--- config.mk ---
export PLATFORM = sky130hd
export DESIGN_NAME = gha_fifo
export DESIGN_NICKNAME = d
export VERILOG_FILES = /design/src/design/gha_fifo.sv
export SDC_FILE = /design/constraint.sdc
export NUM_CORES = 2
export LEC_CHECK = 0
export BUFFER_PORTS_ARGS = -buffer_cell sky130_fd_sc_hd__buf_2
export CAP_MARGIN = 20
export CORE_AREA = 2 2 538 540
export DETAILED_ROUTE_END_ITERATION = 16
export DIE_AREA = 0 0 540 542
export PLACE_DENSITY = 0.79
export SYNTH_ARGS = -nofsm -noshare
export SYNTH_HDL_FRONTEND = slang
export SYNTH_MEMORY_MAX_BITS = 65536
export SYNTH_SLANG_ARGS = --single-unit
export TNS_END_PERCENT = 10
--- constraint.sdc ---
create_clock -name clk -period 6.6 [get_ports clk]
set_input_delay 0.33 -clock clk [delete_from_list [all_inputs] [get_ports clk]]
set_output_delay 0.33 -clock clk [all_outputs]
set_load 0.01 [all_outputs]
--- src/design/gha_fifo.sv ---
// Circular queue of freed slot ids with a prefetched head entry.
module gha_fifo #(
  parameter int MAX_SLOTS = 512
) (
  input  logic                           clk,
  input  logic                           rst_n,
  input  logic                           push,
  input  logic [$clog2(MAX_SLOTS)-1:0]   push_id,
  input  logic                           pop,
  output logic [$clog2(MAX_SLOTS)-1:0]   head_id,
  output logic [$clog2(MAX_SLOTS+1)-1:0] count
);

  localparam int IDW = $clog2(MAX_SLOTS);
  localparam int CW  = $clog2(MAX_SLOTS + 1);
  localparam logic [IDW-1:0] LAST = IDW'(MAX_SLOTS - 1);

  logic [IDW-1:0] mem [MAX_SLOTS];
  logic [IDW-1:0] head_r, head_nxt;
  logic [IDW-1:0] tail_r, tail_nxt;
  logic [CW-1:0]  count_r, count_nxt;
  logic [IDW-1:0] head_id_r;

  always_comb begin
    head_nxt  = head_r;
    tail_nxt  = tail_r;
    count_nxt = count_r;
    if (pop) begin
      head_nxt  = (head_r == LAST) ? '0 : head_r + 1'b1;
      count_nxt = count_r - 1'b1;
    end else if (push) begin
      tail_nxt  = (tail_r == LAST) ? '0 : tail_r + 1'b1;
      count_nxt = count_r + 1'b1;
    end
  end

  always_ff @(posedge clk) begin
    if (!rst_n) begin
      head_r  <= '0;
      tail_r  <= '0;
      count_r <= '0;
    end else begin
      head_r  <= head_nxt;
      tail_r  <= tail_nxt;
      count_r <= count_nxt;
    end
  end

  // forward a push into an empty queue straight to the head register
  always_ff @(posedge clk) begin
    if (push) begin
      mem[tail_r] <= push_id;
    end
    if (push && tail_r == head_nxt) begin
      head_id_r <= push_id;
    end else begin
      head_id_r <= mem[head_nxt];
    end
  end

  assign head_id = head_id_r;
  assign count   = count_r;

endmodule

==> results.yml <==
run_status:
  outcome: "finished, violations left"
  violations: "setup timing"
synth:
  synth_xor_area_share_pct: 0.0583
  synthAdderAreaFrac_pct: 0.115
  synthSimpleGateAreaFrac_pct: 2.48
  mappedNetlistNets: 8391
  netlist_area_sq_mm: 0.180
  ys_seq_area_share_pct: 77.2
  synthArstFlopShare_pct: 0
  ys.flop_type: "edfxtp_1"
  synth-edff-count: 4608
  yosysWarningCount: 0
  synth_top_family_by_area: "multiplexers"
  avgSynthCellArea_sq_um: 21.6
  ys_seq_elements: 4645
  syn_inst: 8362
  synth_compound_area_share_pct: 2.20
  synth.distinct_cells: 71
  synth_mux_area_share_pct: 16.2
sta:
  post-route-period-util_pct: 100
  finalWorstSetupSlack_ns: -0.00172
  slew_violations: 0
  grt_setup_unrepaired: "false"
  max_clock_freq_ghz: 0.151
  min_period_ns: 6.60
  slew-limit-headroom_pct: 9.86
  worst_slew_pin_slew_ns: 1.35
  setup_tns_ns: -0.00172
  fin_skew_ns: 0.0592
  finalSetupViolCount: 1
  hold_violations: 0
cts:
  clk_latency_ns: 1.03
  cts.sinks: 4645
  path_clk_slew_ns: 0.06
  clk_path_buf_depth: 4
  numCtsBuffers: 440
  root_buffer: "clkbuf_16"
  cts_max_level: 5
  cts_tree: "yes"
  cts_resized: 0
final_layout:
  final_util_pct: 69.5
  fin_cells: 12700
  nNetsFinal: 8585
  num-fill-cells: 16000
  fin_area_sq_mm: 0.199
  register_area_sq_mm: 0.139
  drive_above_1_share_pct: 24.2
  area_growth_pct: 10.7
  multiInputGateArea_sq_mm: 0.0382
routing:
  drtIter0Drc: 16400
  drt_wl_total_um: 487000
  remaining_drc_errors: 0
  viasPerCell: 7.31
  wl_per_cell_um: 38.2
  drtPass1Iterations: 7
  antenna_left: 0
  vias: 93100
power_and_ir_drop:
  power.switching_mw: 13.8
  clockPowerShare_pct: 41.1
  comb_power_share_pct: 6.8
  leakage_nw: 62.0
  internal-power_mw: 48.5
  swShare_pct: 22.2
  seq_power_share_pct: 52.1
  irDropWorstVdd_mv: 0.238
  power.density_mw_per_mm2: 313
floorplan:
  fp.dieH_um: 542
  die_w_um: 540
  initial_core_util_pct: 62.8
  io_pins: 32
  core_sq_mm: 0.287
  die-area_sq_mm: 0.293
  rows: 197
worst_setup_path:
  worst_setup_path_end_kind: "primary output"
  path_buf_inv: 4
  cp_common_cell: "buf_4"
  worstSetupStartpointType: "flip-flop"
  crit_path_top_delay_cell: "nor4_1"
  rr_startpoint: "tail_r[8]$_SDFFE_PN0P_"
  crit_fanout: 27
  path_cells: "buf_4 > nand3b_1 > buf_4 > o22ai_1 > a2111oi_0 > nor4_1 > a311oi_1 > nor3_1 > buf_4 > buf_2"
  cpPeakStageDelay_ns: 1.16
  critPathRequiredTime_ns: 6.27
  crit_family: "simple AND/OR/NAND/NOR gates"
  crit_type: "flip-flop to primary output"
  worstPathArrival_ns: 6.27
place:
  dp_hpwl_um: 271000
  place_inst: 11900
  gp_congestion: 0.884
  io_buffers: 31
  post_dp_cell_area_sq_mm: 0.185
flow_run:
  maxCapViolations: 0
grt:
  grt_pass1_vias: 93000
  grt_pass1_wl_um: 687000
  overflow: 0
  antenna_found_initial: 23
  grt_use_total_pct: 33.1
  grt_max_degree: 209
worst_hold_path:
  holdCritPathClass: "input pin to flip-flop"
  hp-start: "push"
-- cell usage in the layout (no fill, tap or decap), drive strengths merged, types with 72 or more instances in the layout --
| cell | count |
|---|---|
| edfxtp | 4608 |
| o21ai | 111 |
| o22ai | 132 |
| buf | 252 |
| mux2 | 102 |
| o221ai | 72 |
| a21oi | 101 |
| mux2i | 273 |
| clkinv | 215 |
| mux4 | 1126 |
| nor2 | 678 |
| clkbuf | 532 |
| nand2 | 190 |
-- worst reg2reg max path, delay by kind of cell, from the launching register on --
kind	cells	cell delay [ns]
simple gates	3	3.27
flops	1	0.67
-- cell families after synthesis --
| logic type | Yosys count |
|---|---|
| multiplexers | 1501 |
| adder cells (fa/ha/maj) | 16 |
| XOR/XNOR | 12 |
| buffers and inverters | 522 |
| AO/OA/AOI/OAI | 597 |
| flip-flops | 4645 |
| AND/OR/NAND/NOR | 1069 |
-- final timing paths --
check | slack, ns | endpoint | depth (start not counted)
setup / recovery | -0.002 | head_id[4] | 10
hold reg to reg | 0.52 | flip-flop | 1
setup reg to reg | 2.26 | mem[260][3]$_DFFE_PP_ | 3
hold / removal | 0.1 | count[1]$_SDFFE_PN0P_ | 3
-- power groups by stage --
stage	logic, mW	registers [mW]	clock network [mW]
floorplan	2.74	33.1	0
global placement	4.03	33.1	0
detailed placement	4.12	33.1	0
CTS	4.19	32.5	25.6
global route	4.41	32.5	26.6
finish	4.26	32.5	25.6
-- synthesized netlist by cell type (7+ instances only) --
cell type / n / share of area [%]
a211oi_1: 20 / 0.083
a21oi_1: 101 / 0.28
a221oi_1: 39 / 0.19
a22o_1: 10 / 0.049
a22oi_1: 16 / 0.067
a31oi_1: 30 / 0.10
and2_1: 22 / 0.076
and3_1: 14 / 0.049
buf_1: 20 / 0.042
buf_2: 122 / 0.34
buf_4: 68 / 0.28
buf_6: 71 / 0.44
buf_8: 14 / 0.12
clkbuf_1: 212 / 0.44
dfxtp_1: 37 / 0.41
edfxtp_1: 4608 / 77
ha_1: 15 / 0.10
inv_1: 8 / 0.017
mux2_2: 102 / 0.64
mux2i_1: 273 / 1.5
mux4_2: 1126 / 14
nand2_1: 190 / 0.40
nand3_1: 44 / 0.12
nand4_1: 7 / 0.024
nor2_1: 678 / 1.4
nor2b_1: 12 / 0.042
nor3_1: 27 / 0.075
nor4_1: 40 / 0.14
o211ai_1: 8 / 0.033
o21ai_0: 111 / 0.31
o221ai_1: 72 / 0.35
o22ai_1: 132 / 0.46
xnor2_1: 7 / 0.034
-- layer usage --
metal / track usage [%] / share of wire (%) / up-vias
met5: 0 / 0.030 / -
met4: 17.6 / 6.3 / 20
met3: 9.16 / 14 / 1540
met2: 50.5 / 47 / 8469
met1: 44.3 / 33 / 47700
li1: - / - / 35400
-- through the flow --
step / power (mW) / hold slack, ns / worst slack (ns)
2_1_floorplan: 35.8 / 0.429 / 3.78
3_3_place_gp: 37.1 / 0.473 / 0.578
3_5_place_dp: 37.2 / 0.506 / 1.08
4_1_cts: 62.3 / 0.0480 / 0.00921
5_1_grt: 63.5 / 0.104 / 0.156
6_report: 62.3 / 0.0961 / -0.00172
-- timing repair --
action | CTS | global route
setup buffers | 0 | 1
endpoints found under the setup margin | 0 | 1
hold buffers | 11 | 0
endpoints found under the hold margin | 625 | 0
-- layout make-up --
cell class	instances	area share [%]
Inverter	11	0.0276
Sequential cell	4645	69.8
Clock buffer	532	5.73
Antenna cell	19	0.0238
Tap cell	3781	2.37
Clock inverter	287	1.55
Timing Repair Buffer	263	1.38
Multi-Input combinational cell	3195	19.2
-- registers in the layout, indices dropped and copies added (netlist names), named ones only --
name and cells:
count 10, mem 4608, head_r 9, tail_r 9
(Power assumes the default switching activity.)
